### src/dsbf_pkg.sv
// shared types and field widths for the dyadic to stern-brocot block
package dsbf_pkg;

  localparam int POS_W   = 61;
  localparam int LEVEL_W = 6;
  localparam int FRAC_W  = 49;
  localparam int EXT_W   = 64;

  typedef logic [POS_W-1:0]   pos_t;
  typedef logic [LEVEL_W-1:0] level_t;
  typedef logic [FRAC_W-1:0]  frac_t;
  typedef logic [EXT_W-1:0]   ext_t;

  // bounds of the walk travelling down the chain
  typedef struct packed {
    logic  vld;
    logic  err;
    frac_t lp;
    frac_t lq;
    frac_t rp;
    frac_t rq;
  } walk_t;

endpackage

### src/dsbf_cell.sv
// one cell of the chain: a single mediant step for its bit position
module dsbf_cell #(
  parameter int MAX_LEVEL = 60,
  parameter int BIT       = 1
) (
  input  logic                  clk,
  input  logic                  rst,
  input  logic                  en,
  input  dsbf_pkg::walk_t       walk_in,
  input  logic [MAX_LEVEL-1:0]  dir_in,
  input  logic [MAX_LEVEL-1:0]  act_in,
  output dsbf_pkg::walk_t       walk_out,
  output logic [MAX_LEVEL-1:0]  dir_out,
  output logic [MAX_LEVEL-1:0]  act_out
);
  import dsbf_pkg::*;

  frac_t mp;
  frac_t mq;
  walk_t walk_next;

  always_comb begin
    mp        = walk_in.lp + walk_in.rp;
    mq        = walk_in.lq + walk_in.rq;
    walk_next = walk_in;
    if (act_in[BIT]) begin
      if (dir_in[BIT]) begin
        walk_next.lp = mp;
        walk_next.lq = mq;
      end else begin
        walk_next.rp = mp;
        walk_next.rq = mq;
      end
    end
  end

  always_ff @(posedge clk) begin
    if (rst) begin
      walk_out.vld <= 1'b0;
    end else if (en) begin
      walk_out.vld <= walk_next.vld;
    end
  end

  always_ff @(posedge clk) begin
    if (en) begin
      walk_out.err <= walk_next.err;
      walk_out.lp  <= walk_next.lp;
      walk_out.lq  <= walk_next.lq;
      walk_out.rp  <= walk_next.rp;
      walk_out.rq  <= walk_next.rq;
      dir_out      <= dir_in;
      act_out      <= act_in;
    end
  end

endmodule

### config.mk
export PLATFORM = sky130hd
export DESIGN_NAME = dsbf_cell
export DESIGN_NICKNAME = d
export VERILOG_FILES = /design/src/dsbf_pkg.sv /design/src/dsbf_cell.sv
export SDC_FILE = /design/constraint.sdc
export NUM_CORES = 1
export LEC_CHECK = 0
export ABC_AREA = 1
export ABC_CLOCK_PERIOD_IN_PS = 5400
export BUFFER_PORTS_ARGS = -buffer_cell sky130_fd_sc_hd__buf_2
export CORE_AREA = 2 2 245 247
export CTS_BUF_LIST = sky130_fd_sc_hd__clkbuf_8
export DETAILED_ROUTE_END_ITERATION = 10
export DIE_AREA = 0 0 247 249
export HOLD_SLACK_MARGIN = 0.05
export PLACE_DENSITY_LB_ADDON = 0.25
export SLEW_MARGIN = 15
export SYNTH_ARGS = -nofsm -noshare
export SYNTH_HDL_FRONTEND = slang
export SYNTH_SLANG_ARGS = --single-unit
### constraint.sdc
create_clock -name clk -period 5.4 [get_ports clk]
set_clock_uncertainty 0.1 [all_clocks]
set_input_delay 0.54 -clock clk [delete_from_list [all_inputs] [get_ports clk]]
set_output_delay 0.54 -clock clk [all_outputs]
set_load 0.005 [all_outputs]
==> flow_metrics.tcl <==
set metrics [dict create \
    remaining_drc_errors 0 \
    dpl_cell_area_sq_um 25280 \
    finalSetupViolCount 0 \
    p_leak_nw 14.83 \
    rows 89 \
    syn_inst 2814 \
    die_y_um 249 \
    cpPeakStageDelay_ns 0.53 \
    synth_top_area_share_pct 45.00 \
    worstPathRequired_ns 5.70 \
    total_power_mw 7.239 \
    die_w_um 247 \
    synth_mux_area_share_pct 0.4259 \
    drv_cap 0 \
    grt_pass1_wl_mm 118.6 \
    grt.overflow.total 0 \
    yosysTopAreaCell "edfxtp_1" \
    grt_usage_pct 25.56 \
    gp_congestion 0.9400 \
    io-pin-count 639 \
    seq_area_sq_um 9539 \
    hp-class "in -> reg" \
    synth_area_leaders "edfxtp_1 45%, nand2_1 17%, inv_1 11%" \
    ir_worst_vdd_uv 181.0 \
    synth_seq_area_share_pct 45.09 \
    areaGrowthSynthToFinish_pct 33.67 \
    clkLatencyLatePin_ns 0.63 \
    drive_above_1_share_pct 24.95 \
    path_clk_slew_ns 0.06 \
    ys.warnings.count 0 \
    cts_buffers 58 \
    firstDrtPassIters 5 \
    first_global_vias 20580 \
    synth_fa_ha_area_share_pct 5.867 \
    period_needed_ns 2.955 \
    worst_setup_path_start_kind "primary input" \
    synth_simple_gate_area_share_pct 30.35 \
    vias 20730 \
    multiInputGateArea_sq_um 9067 \
    syn_area_sq_um 21150 \
    crit_family "simple AND/OR/NAND/NOR gates" \
    cts_root_buf "clkbuf_8" \
    wl_per_cell_um 17.90 \
    post_cts_buffers 0 \
    min_period_over_period_pct 54.72 \
    vias_per_cell 4.610 \
    synth_compound_area_share_pct 4.696 \
    arrival_ns 3.26 \
    path_max_fanout 4 \
    power_density_nw_per_um2 256.0 \
    drtIter0Drc 1164 \
    cts_tree "built" \
    crit_top_cell "nand2_1" \
    hpwl_mm 65.01 \
    finalSetupTns_ns 0 \
    synth-main-ff-cell "edfxtp_1" \
    portBuffers 638 \
    synth_cell_types 33 \
    crit_chain "dlygate4sd3_1, buf_2, ha_1, fa_1, nand2_1, nand2_1, nand3_1, nand2_1, nand2_1, nand3_1, nand2_1, nand2_1, nand2_1, nand3_1, nand2_1, inv_1" \
    cts_htree_levels 2 \
    fillers 5924 \
    finalInstanceArea_sq_um 28280 \
    slowest_stage "dlygate4sd3_1" \
    grt_max_degree 111 \
    grt_antenna_before_repair 12 \
    nNetsFinal 4085 \
    coreArea_sq_um 58690 \
    critPathBufInv 3 \
    postSynthAreaPerCell_sq_um 7.517 \
    async_flop_share_pct 0 \
    finalHoldViolCount 0 \
    clock_sink_count 318 \
    synth_edf_count 317 \
    slew_viol_final 0 \
    slew_headroom_pct 30.36 \
    worstMarginPinSlew_ns 1.045 \
    synth-seq-cells 318 \
    drt-total-wl_mm 80.48 \
    clock_path_buffers 3 \
    synth_top_family_by_area "simple AND/OR/NAND/NOR gates" \
    synth_xor_area_share_pct 1.491 \
    synth_nets 3233 \
    max_freq_ghz 0.3384 \
    ant_nets 0 \
    initial_core_util_pct 36.05 \
    dieArea_sq_um 61500 \
    criticalPathCategory "in -> reg" \
    rsz0062_at_grt "false" \
    status "complete, no violations" \
    critPathCaptureType "flop" \
]
area by class of cell:
| class | instances | area share (%) |
|---|---|---|
| flip-flops and latches | 318 | 33.74 |
| multi-input cells | 1818 | 32.07 |
| repair buffers | 832 | 18.19 |
| inverters | 638 | 8.474 |
| well taps | 773 | 3.421 |
| clock buffers | 60 | 2.920 |
| clock inverters | 49 | 1.124 |
| diodes | 8 | 0.07080 |
worst reg2reg max path: cells and delay by family, from the launching register on:
kind                   cells  cell delay, ns
multiplexers               1            0.12
AND/OR/NAND/NOR            1            0.06
buffers and inverters      1            0.56
flip-flops                 1            0.31
registers in the layout (all words and copies together), names as in the netlist:
name and cells:
walk_out 198, dir_out 60, act_out 60
cells in the final DEF (no fill, tap or decap), types with 3 or more instances in the layout:
cell	Yosys	routed
nand2_1	940	940
buf_2	8	637
inv_1	613	629
edfxtp_1	317	317
nand3_1	198	198
dlygate4sd3_1	0	183
nor2_1	123	122
o21ai_0	110	110
ha_1	96	96
or2_2	64	64
clkbuf_8	0	60
a21oi_1	59	59
nor2_2	56	56
nand2_2	36	36
nand4_1	32	32
xnor2_1	32	32
inv_2	24	24
o21ai_1	14	14
clkinv_2	0	13
clkinv_1	1	12
mux2i_1	9	9
buf_4	0	9
diode_2	0	8
nand3b_1	8	8
o21bai_1	6	6
nand3_2	6	6
nor3_1	5	5
nor3_2	4	4
nor2_4	3	4
nor4_1	4	4
xor2_1	4	4
and3_1	3	3
bufinv_16	0	3
per-layer routing:
| layer | vias up | track usage [%] | share of wire, % |
|---|---|---|---|
| met4 | 4 | 11.27 | 4.6 |
| met5 | - | 0 | 0.031 |
| met2 | 661 | 48.14 | 52 |
| met3 | 155 | 3.835 | 5.5 |
| met1 | 9401 | 27.94 | 38 |
| li1 | 10500 | - | - |
power by group:
part	total (mW)	internal, mW	switching [mW]
combinational	1.88	0.724	1.15
sequential	3.08	3.00	0.0745
clock	2.29	1.19	1.09
metrics by stage:
stage,worst slack (ns),instances,util (%),hold WS [ns]
3_5_place_dp,2.366,4196,43.08,0.3964
3_3_place_gp,2.416,4196,43.08,0.3838
2_1_floorplan,3.031,2814,-,0.3850
4_1_cts,2.539,4488,48.15,0.05095
5_1_grt,2.310,4493,48.17,0.06061
6_report,2.445,4496,48.18,0.09987
cells by family (layout without fill, tap and decap cells):
kind of cell | Yosys count | count (layout)
flops | 318 | 318
xor+xnor | 36 | 36
mux | 9 | 9
simple gates | 1482 | 1482
compound gates | 193 | 193
fa+ha+maj | 98 | 98
buf+inv | 678 | 1579
other cells | 0 | 8
Yosys cell counts, types with 4 or more instances:
| library cell | count |
|---|---|
| nand2_1 | 940 |
| inv_1 | 613 |
| edfxtp_1 | 317 |
| nand3_1 | 198 |
| nor2_1 | 123 |
| o21ai_0 | 110 |
| ha_1 | 96 |
| or2_2 | 64 |
| a21oi_1 | 59 |
| nor2_2 | 56 |
| nand2_2 | 36 |
| nand4_1 | 32 |
| xnor2_1 | 32 |
| clkbuf_1 | 27 |
| inv_2 | 24 |
| o21ai_1 | 14 |
| mux2i_1 | 9 |
| buf_2 | 8 |
| nand3b_1 | 8 |
| nand3_2 | 6 |
| o21bai_1 | 6 |
| buf_1 | 5 |
| nor3_1 | 5 |
| nor3_2 | 4 |
| nor4_1 | 4 |
| xor2_1 | 4 |
final timing paths:
kind                                                   end  cells after the start  slack (ns)                       start
worst max-delay path                walk_out[40]$_DFFE_PP_                     16        2.45                  walk_in[0]
worst min-delay path               walk_out[162]$_DFFE_PP_                      3         0.1                walk_in[162]
worst min register to register  walk_out[197]$_SDFFE_PP0P_                      3        1.00  walk_out[197]$_SDFFE_PP0P_
worst max register to register  walk_out[197]$_SDFFE_PP0P_                      3        4.13  walk_out[197]$_SDFFE_PP0P_
what timing repair did:
item                                   in CTS  in global routing
gates resized for setup                     0                  0
hold buffers                              183                  0
endpoints found under the hold margin     182                  0
(Power assumes the default switching activity.)
