File: src/dsbf_pkg.sv
// shared types and field widths for the dyadic to stern-brocot block
package dsbf_pkg;

  localparam int POS_W   = 61;
  localparam int LEVEL_W = 6;
  localparam int FRAC_W  = 49;
  localparam int EXT_W   = 64;

  typedef logic [POS_W-1:0]   pos_t;
  typedef logic [LEVEL_W-1:0] level_t;
  typedef logic [FRAC_W-1:0]  frac_t;
  typedef logic [EXT_W-1:0]   ext_t;

  // bounds of the walk travelling down the chain
  typedef struct packed {
    logic  vld;
    logic  err;
    frac_t lp;
    frac_t lq;
    frac_t rp;
    frac_t rq;
  } walk_t;

endpackage

File: src/dsbf_front.sv
// input decode stage: special cases, start bounds and per-bit step masks
module dsbf_front #(
  parameter int MAX_LEVEL = 60
) (
  input  logic                  clk,
  input  logic                  rst,
  input  logic                  en,
  input  logic                  in_vld,
  input  dsbf_pkg::pos_t        pos,
  input  dsbf_pkg::level_t      level,
  output dsbf_pkg::walk_t       walk,
  output logic [MAX_LEVEL-1:0]  dir,
  output logic [MAX_LEVEL-1:0]  act
);
  import dsbf_pkg::*;

  ext_t                 xe;
  ext_t                 denom;
  logic                 err;
  logic                 is_zero;
  logic                 is_one;
  logic                 normal;
  walk_t                walk_next;
  logic [MAX_LEVEL-1:0] dir_next;
  logic [MAX_LEVEL-1:0] act_next;

  always_comb begin
    xe      = EXT_W'(pos);
    denom   = ext_t'(1) << level;
    err     = (level > LEVEL_W'(MAX_LEVEL)) || (xe > denom);
    is_zero = (pos == '0);
    is_one  = (xe == denom);
    normal  = !err && !is_zero && !is_one;

    walk_next.vld = in_vld;
    walk_next.err = err;
    // special results are set up so that the final mediant yields them
    if (normal) begin
      walk_next.lp = '0;
      walk_next.lq = FRAC_W'(1);
      walk_next.rp = FRAC_W'(1);
      walk_next.rq = FRAC_W'(1);
    end else begin
      walk_next.lp = '0;
      walk_next.lq = '0;
      walk_next.rp = (is_one && !err) ? FRAC_W'(1) : '0;
      walk_next.rq = FRAC_W'(1);
    end

    // a bit steps only below the level and above the lowest set bit
    for (int k = 0; k < MAX_LEVEL; k++) begin
      dir_next[k] = xe[k];
      if (k == 0) begin
        act_next[k] = 1'b0;
      end else begin
        act_next[k] = normal && (LEVEL_W'(k) < level) &&
                      ((xe & ((ext_t'(1) << k) - ext_t'(1))) != '0);
      end
    end
  end

  always_ff @(posedge clk) begin
    if (rst) begin
      walk.vld <= 1'b0;
    end else if (en) begin
      walk.vld <= walk_next.vld;
    end
  end

  always_ff @(posedge clk) begin
    if (en) begin
      walk.err <= walk_next.err;
      walk.lp  <= walk_next.lp;
      walk.lq  <= walk_next.lq;
      walk.rp  <= walk_next.rp;
      walk.rq  <= walk_next.rq;
      dir      <= dir_next;
      act      <= act_next;
    end
  end

endmodule

File: config.mk
export PLATFORM = sky130hd
export DESIGN_NAME = dsbf_front
export DESIGN_NICKNAME = d
export VERILOG_FILES = /design/src/dsbf_pkg.sv /design/src/dsbf_front.sv
export SDC_FILE = /design/constraint.sdc
export NUM_CORES = 1
export LEC_CHECK = 0
export ABC_AREA = 0
export BUFFER_PORTS_ARGS = -buffer_cell sky130_fd_sc_hd__buf_2
export CAP_MARGIN = 10
export CELL_PAD_IN_SITES_DETAIL_PLACEMENT = 0
export CELL_PAD_IN_SITES_GLOBAL_PLACEMENT = 1
export CORE_MARGIN = 2
export CORE_UTILIZATION = 35
export DETAILED_ROUTE_END_ITERATION = 10
export GPL_ROUTABILITY_DRIVEN = 0
export PLACE_DENSITY = 0.9
export SLEW_MARGIN = 0
export SYNTH_ARGS = -nofsm -noshare
export SYNTH_HDL_FRONTEND = slang
export SYNTH_SLANG_ARGS = --single-unit
File: constraint.sdc
create_clock -name clk -period 4.6 [get_ports clk]
set_clock_uncertainty 0.1 [all_clocks]
set_input_delay 0.92 -clock clk [delete_from_list [all_inputs] [get_ports clk]]
set_output_delay 0.92 -clock clk [all_outputs]
set_load 0.01 [all_outputs]
==> results of run 1 <==
## power by group through the flow
stage	sequential, mW	clock [mW]	combinational, mW
CTS	1.36	1.57	0.524
detailed placement	1.38	0	0.521
global route	1.37	1.61	0.583
floorplan	1.44	0	0.348
global placement	1.38	0	0.513
finish	1.36	1.55	0.528
## registers in the layout, indices dropped and copies added (netlist names)
register,cells
dir,60
act,59
walk,4
## stage by stage
stage | std cells | hold WS [ns]
after floorplan | 1023 | 0.428
after global placement | 1331 | 0.375
after detailed placement | 1331 | 0.382
after CTS | 1363 | 0.399
after global routing | 1363 | 0.432
final | 1363 | 0.386
## logic make-up after synthesis
group	Yosys count	share of synthesized area, %
simple gates	305	18.6
mux	1	0.120
buf+inv	234	19.6
fa+ha+maj	61	9.16
flops	123	44.2
other cells	2	0.0901
compound gates	104	8.20
## worst paths after layout
kind | start | end | cells past startpoint
hold reg to reg | walk[197] | walk[197] | 2
hold / removal | walk[197] | walk[197] | 2
setup reg to reg | walk[197] | walk[197] | 2
setup / recovery | level[3] | walk[98] | 14
## layer usage
layer  wire (µm)  track usage (%)  up-vias  share of wire (%)
li1            -                -     3031                  -
met1        9270             21.3     3142                 39
met2       11300             30.8      386                 48
met3        2230             5.17       59                9.4
met4         890             8.24        4                3.8
met5          21                0        -              0.089
## cells in the final DEF (no fill, tap or decap), drive strengths merged, types with 5 or more instances in the layout
| master | synthesis | layout |
|---|---|---|
| conb | 2 | 195 |
| or3 | 5 | 5 |
| nand4 | 14 | 14 |
| or2 | 5 | 5 |
| nor2 | 42 | 42 |
| ha | 61 | 61 |
| a21oi | 30 | 30 |
| edfxtp | 122 | 122 |
| nand2b | 11 | 11 |
| buf | 210 | 214 |
| clkbuf | 15 | 18 |
| nor4 | 20 | 20 |
| nor3 | 71 | 71 |
| o31ai | 6 | 6 |
| o211ai | 9 | 9 |
| nand3 | 21 | 21 |
| inv | 9 | 11 |
| nand2 | 95 | 95 |
| o221ai | 6 | 6 |
| bufinv | 0 | 6 |
| o21ai | 21 | 21 |
## final cells by class
type,instances,share of cell area (%)
inverters,9,0.349
well taps,319,4.13
clock inverters,14,2.51
clock buffers,18,4.44
repair buffers,214,11.8
multi-input cells,666,38.7
flip-flops and latches,123,38.1
## worst max-delay path, delay by kind of cell
family,cells,cell delay [ns]
AOI/OAI and AO/OA,1,0.20
adders and majority gates,1,0.33
and+or+nand+nor,8,1.95
buffers and inverters,4,0.69
==> results.yml, run 1 <==
global_routing:
  grt_util_all_layers_pct: 18.1
  grt_pass1_vias: 6035
  antenna_found_initial: 2
  grt_first_pass_wirelength_um: 34200
  grt_max_degree: 71
  grt.overflow.total: 0
logic_synthesis:
  synthTopCellsByCount: "buf_4 (195), edfxtp_1 (122), nand2_1 (95)"
  syn-mean-instance-area_um2: 10.0
  synth_area_leaders: "edfxtp_1 (44%), buf_4 (18%), ha_1 (9.2%)"
  ys.flop_type: "edfxtp_1"
  yosys.cell_types.count: 59
  synthArstFlopShare_pct: 0
  synth_cells: 830
  syn_area_um2: 8330
  synth-seq-cells: 123
  yosysWarnings: 0
  ys_seq_area_share_pct: 44.2
  synthMostInstantiatedCell: "buf_4"
  netlist.area_leader.share_pct: 44.0
  yosys.area.top_type: "edfxtp_1"
  synth_edf_count: 122
setup_path:
  cp_cell_sequence: "buf_2, buf_4, inv_1, nand2_1, nor2_1, nand2_1, ha_1, nand4_1, or3_1, nor4_1, o311ai_1, nand4_2, buf_4, nor3_1"
  crit_path_max_fanout: 18
  regToRegSetupSlack_ns: 3.93
  endpoint_kind: "flip-flop"
  worstSetupPathType: "in -> reg"
  slowest_stage: "nor4_1"
  required_ns: 4.65
  worstPathArrival_ns: 4.10
  crit_path_start_kind: "input port"
  cpPeakStageDelay_ns: 0.44
timing:
  tns_ns: 0
  maxSlewHeadroom_pct: 38.1
  hold_viol_final: 0
  drv_slew: 0
  layout_setup_ws_ns: 0.548
  setup_viol_count_final: 0
  fin_crit_sh_pct: 88.1
  finalCriticalPeriod_ns: 4.05
  max_freq_mhz: 247
  worstMarginPinSlew_ns: 0.928
  grt_setup_unrepaired: "false"
flow_run:
  maxCapViolCount: 0
place:
  dp.final_hpwl_um: 18100
  port_buffers: 193
  dpl_cell_area_um2: 9000
  place_ws_ns: 0.165
drt:
  drt-pass1-iter-count: 7
  postRouteAntennaNets: 0
  drc: 0
  avgRoutedWirePerCell_um: 17.4
  drt_iter0_markers: 541
  via_per_inst: 4.86
  num_vias: 6622
  wl_um: 23700
clock_network:
  cts_setup_buffers: 0
  cts_max_level: 4
  cts_hold_buffers: 0
  clock_sinks: 123
  cts_tree: "yes"
  cts_resized: 0
  cts_made_buffers: 17
  path_clk_slew_ns: 0.06
  clockBufferDepth: 2
  insertion_delay_ns: 0.42
  cts_root_buffer: "clkbuf_16"
layout:
  n_fill_cell: 2303
  area_growth_pct: 16.0
  seq_area_um2: 3680
  antenna_cells: 0
  final_core_util_pct: 41.3
  multi_input_area_um2: 3740
  drive_above_1_share_pct: 25.1
  fin_nets: 1163
  finish.instance_area_um2: 9670
min_path:
  worstHoldPathType: "reg -> reg"
pwr:
  pwr-share-clk_pct: 45.1
  switchingPower_uw: 916
  switching_share_pct: 26.6
  combPwrFrac_pct: 15.4
  p_seq_share_pct: 39.5
  finalPower_mw: 3.44
  p_per_area_nw_per_um2: 356
  ir_worst_vdd_uv: 167
  leakage_nw: 4.04
  p_int_mw: 2.52
die:
  initial_utilization_pct: 35.6
  dieHeight_um: 158
  fp.dieW_um: 158
  ioPinCount: 389
  fp.coreArea_um2: 23400
  fp-row-count: 56
  dieArea_um2: 25100
run_status:
  status: "completed"
No activity file was read; power rests on OpenSTA's default activity.
==> run 2, diff against run 1 <==
--- a/config.mk
+++ b/config.mk
@@ -14,6 +14,7 @@
 export CORE_UTILIZATION = 35
 export DETAILED_ROUTE_END_ITERATION = 10
 export GPL_ROUTABILITY_DRIVEN = 0
+export GPL_TIMING_DRIVEN = 0
 export PLACE_DENSITY = 0.9
 export SLEW_MARGIN = 0
 export SYNTH_ARGS = -nofsm -noshare
==> results.yml, run 2 (synthesized netlist as in run 1, its figures left out) <==
run_status:
  status: "completed"
drt:
  num_vias: 7125
  postRouteAntennaNets: 0
  drt_iter0_markers: 540
  via_per_inst: 4.55
  wl_um: 25500
  drc: 0
  drt-pass1-iter-count: 5
  avgRoutedWirePerCell_um: 16.3
layout:
  finish.instance_area_um2: 11100
  largest_reg_flops: 60
  reg_top3: "dir: 60 flops, act: 59 flops, walk: 4 flops"
  regMostFlops: "dir"
  area_growth_pct: 33.3
  fin_nets: 1366
  n_fill_cell: 2274
  drive_above_1_share_pct: 36.7
  final_core_util_pct: 47.5
  mostFrequentLayoutCells: "buf_2 (204), buf_4 (195), conb_1 (195)"
  antenna_cells: 0
  final_common_cell: "buf_2"
  fin_cells: 1566
clock_network:
  cts_setup_buffers: 0
  insertion_delay_ns: 0.43
  path_clk_slew_ns: 0.07
  cts_made_buffers: 17
  cts_tree: "yes"
  clockBufferDepth: 2
  cts_max_level: 4
  cts_root_buffer: "clkbuf_16"
  clock_sinks: 123
die:
  fp-row-count: 56
  initial_utilization_pct: 35.6
  ioPinCount: 389
  fp.coreArea_um2: 23400
  dieArea_um2: 25100
  fp.dieW_um: 158
  dieHeight_um: 158
timing:
  hold_viol_final: 0
  worstMarginPinSlew_ns: 0.846
  finalCriticalPeriod_ns: 4.36
  drv_slew: 0
  max_freq_mhz: 229
  hold_slack_ns: 0.399
  maxSlewHeadroom_pct: 43.1
  fin_crit_sh_pct: 94.8
  layout_setup_ws_ns: 0.241
  setup_viol_count_final: 0
global_routing:
  antenna_found_initial: 2
  grt_max_degree: 75
  grt_pass1_vias: 6718
  grt_first_pass_wirelength_um: 36800
  grt.overflow.total: 0
  grt_util_all_layers_pct: 19.5
place:
  dp.final_hpwl_um: 20100
  dpl_cell_area_um2: 10500
  dp.cells: 1535
  place_ws_ns: -1.08
  port_buffers: 192
min_path:
  worstHoldPathType: "reg -> reg"
setup_path:
  worstPathArrival_ns: 4.48
  crit_path_max_fanout: 10
  worstSetupPathType: "in -> reg"
  crit_path_start_kind: "input port"
  required_ns: 4.72
  endpoint_kind: "flip-flop"
flow_run:
  maxCapViolCount: 0
pwr:
  leakage_nw: 5.09
  p_per_area_nw_per_um2: 312
  ir_worst_vdd_uv: 184
-- run 2: worst paths after layout --
path | from | end | slack, ns | cells past startpoint
max | level[1] | act[55] | 0.24 | 13
min | walk[197] | walk[197] | 0.40 | 2
max reg2reg | walk[197] | walk[197] | 3.92 | 2
min reg2reg | walk[197] | walk[197] | 0.40 | 2
-- run 2: layout make-up --
type / instances / area [µm²] / share of cell area [%]
repair buffers: 193 / 995 / 8.95
inverters: 9 / 33.8 / 0.304
well taps: 319 / 399 / 3.59
clock buffers: 19 / 433 / 3.90
flip-flops and latches: 123 / 3680 / 33.2
plain buffers: 224 / 1610 / 14.5
clock inverters: 13 / 193 / 1.73
multi-input cells: 666 / 3770 / 33.9
-- run 2: layer usage --
metal | track usage, % | vias up | routed length (µm)
met2 | 33.7 | 379 | 12600
met1 | 22.6 | 3243 | 9710
met3 | 5.72 | 53 | 2360
li1 | - | 3446 | -
met4 | 8.41 | 4 | 787
met5 | 0 | - | 20
-- run 2: metrics by stage --
stage	setup TNS [ns]	total power, mW
4_1_cts	0	3.48
3_3_place_gp	-56.51	2.02
6_report	0	3.47
3_5_place_dp	-59.37	2.03
2_1_floorplan	0	1.78
5_1_grt	-0.00114	3.60
-- run 2: report_power, final --
group,switching [mW],internal [mW]
clock network,0.541,0.911
logic,0.391,0.269
registers,0.0224,1.34
-- run 2: worst max-delay path: stages --
cell and delay [ns]:
buf_2 0.11, clkbuf_2 0.22, nor2b_1 0.54, clkbuf_2 0.40, nand2_1 0.09, ha_1 0.32, a211oi_1 0.28, a211oi_1 0.12
o31ai_1 0.31, a311o_1 0.27, nand4_4 0.25, buf_2 0.30, nor4_1 0.32
-- run 2: repair_timing --
item / in CTS / in global routing
hold buffers: 0 / 0
setup endpoints to repair: 62 / 62
gates resized for setup: 6 / 9
==> run 3, diff against run 2 <==
--- a/config.mk
+++ b/config.mk
@@ -11,11 +11,12 @@
 export CELL_PAD_IN_SITES_DETAIL_PLACEMENT = 0
 export CELL_PAD_IN_SITES_GLOBAL_PLACEMENT = 1
 export CORE_MARGIN = 2
-export CORE_UTILIZATION = 35
+export CORE_UTILIZATION = 36
+export CTS_BUF_LIST = sky130_fd_sc_hd__clkbuf_4 sky130_fd_sc_hd__clkbuf_8
 export DETAILED_ROUTE_END_ITERATION = 10
 export GPL_ROUTABILITY_DRIVEN = 0
 export GPL_TIMING_DRIVEN = 0
-export PLACE_DENSITY = 0.9
+export PLACE_DENSITY = 0.92
 export SLEW_MARGIN = 0
 export SYNTH_ARGS = -nofsm -noshare
 export SYNTH_HDL_FRONTEND = slang
==> results.yml, run 3 (synthesized netlist as in run 1, its figures left out) <==
run_status:
  status: "completed"
pwr:
  leakage_nw: 4.99
  finalPower_mw: 3.02
  p_per_area_nw_per_um2: 278
  ir_worst_vdd_uv: 124
die:
  dieArea_um2: 24400
  fp-row-count: 55
  ioPinCount: 389
  fp.coreArea_um2: 22700
  dieHeight_um: 156
  fp.dieW_um: 156
  initial_utilization_pct: 36.7
drt:
  drc: 0
  avgRoutedWirePerCell_um: 16.3
  via_per_inst: 4.68
  drt_iter0_markers: 441
  drt-pass1-iter-count: 5
  wl_um: 25100
  postRouteAntennaNets: 0
  num_vias: 7190
global_routing:
  antenna_found_initial: 2
  grt.overflow.total: 0
  grt_first_pass_wirelength_um: 36700
  grt_util_all_layers_pct: 19.8
  grt_pass1_vias: 6640
  grt_max_degree: 78
timing:
  grt_setup_unrepaired: "false"
  max_freq_mhz: 224
  fin_crit_sh_pct: 97.2
  hold_slack_ns: 0.401
  hold_viol_final: 0
  setup_viol_count_final: 0
  worstMarginPinSlew_ns: 0.833
  maxSlewHeadroom_pct: 43.9
  finalCriticalPeriod_ns: 4.47
  drv_slew: 0
layout:
  antenna_cells: 0
  finish.instance_area_um2: 10800
  drive_above_1_share_pct: 36.8
  regMostFlops: "dir"
  n_fill_cell: 2176
  final_common_cell: "buf_2"
  largest_reg_flops: 60
  fin_nets: 1370
  final_core_util_pct: 47.8
  reg_top3: "dir: 60 flops, act: 59 flops, walk: 4 flops"
  mostFrequentLayoutCells: "buf_2 (204), buf_4 (198), conb_1 (195)"
  area_growth_pct: 30.2
setup_path:
  r2r_cells: 2
  crit_path_start_kind: "input port"
  endpoint_kind: "flip-flop"
  worstSetupPathType: "in -> reg"
  worstPathArrival_ns: 4.56
  crit_path_max_fanout: 10
  required_ns: 4.69
flow_run:
  maxCapViolCount: 0
clock_network:
  cts_tree: "yes"
  clockBufferDepth: 2
  insertion_delay_ns: 0.46
  clock_sinks: 123
  cts_hold_buffers: 0
  path_clk_slew_ns: 0.08
  cts_made_buffers: 17
  cts_max_level: 4
  cts_root_buffer: "clkbuf_8"
min_path:
  hold_path_depth: 2
  worstHoldPathType: "reg -> reg"
place:
  port_buffers: 192
  dp.final_hpwl_um: 19900
  dpl_cell_area_um2: 10400
-- run 3: power breakdown --
part / switching (mW) / internal (mW)
logic: 0.387 / 0.272
clock network: 0.469 / 0.531
registers: 0.0224 / 1.33
-- run 3: per-layer routing --
layer / track usage (%) / part of all wire, % / vias to the layer above
met2: 33.8 / 49 / 360
met5: 0 / 0.096 / -
met3: 4.72 / 8.4 / 57
met4: 8.61 / 3.2 / 4
met1: 23.9 / 40 / 3307
li1: - / - / 3462
-- run 3: worst paths after layout --
check / slack, ns / endpoint / startpoint
worst min register to register: 0.40 / walk[197] / walk[197]
worst max-delay path: 0.13 / act[28] / level[5]
worst max register to register: 3.92 / walk[197] / walk[197]
worst min-delay path: 0.40 / walk[197] / walk[197]
-- run 3: area by class of cell --
type                            instances  area (µm²)  share of cell area, %
Tap cell                              285         357                   3.29
Clock buffer                           18         241                   2.23
Buffer                                225        1610                   14.8
Multi-Input combinational cell        666        3750                   34.6
Clock inverter                         14         154                   1.42
Timing Repair Buffer                  196        1020                   9.38
Sequential cell                       123        3680                   34.0
Inverter                                9        33.8                  0.311
-- run 3: repair_timing --
action                                  in CTS  in global routing
gates resized for setup                      5                 11
pin swaps                                    0                  1
buffers inserted                             0                  3
endpoints found under the setup margin      62                 47
-- run 3: critical path, stage by stage --
cell	delay (ns)
buf_2	0.12
clkbuf_1	0.22
or2_2	0.34
clkbuf_1	0.19
clkbuf_2	0.23
nor2_1	0.25
nand2_1	0.10
ha_1	0.32
nand4_1	0.12
or3_1	0.17
o22ai_1	0.09
o311ai_1	0.40
nand4_2	0.29
buf_4	0.23
nor4_1	0.54
-- run 3: stage by stage --
step	TNS (ns)	cells	setup slack [ns]
after floorplan	0	1023	0.524
after global placement	-55.66	1500	-1.01
after detailed placement	-55.22	1501	-0.995
after CTS	0	1533	0.0303
after global routing	0	1536	0.00125
final	0	1536	0.128
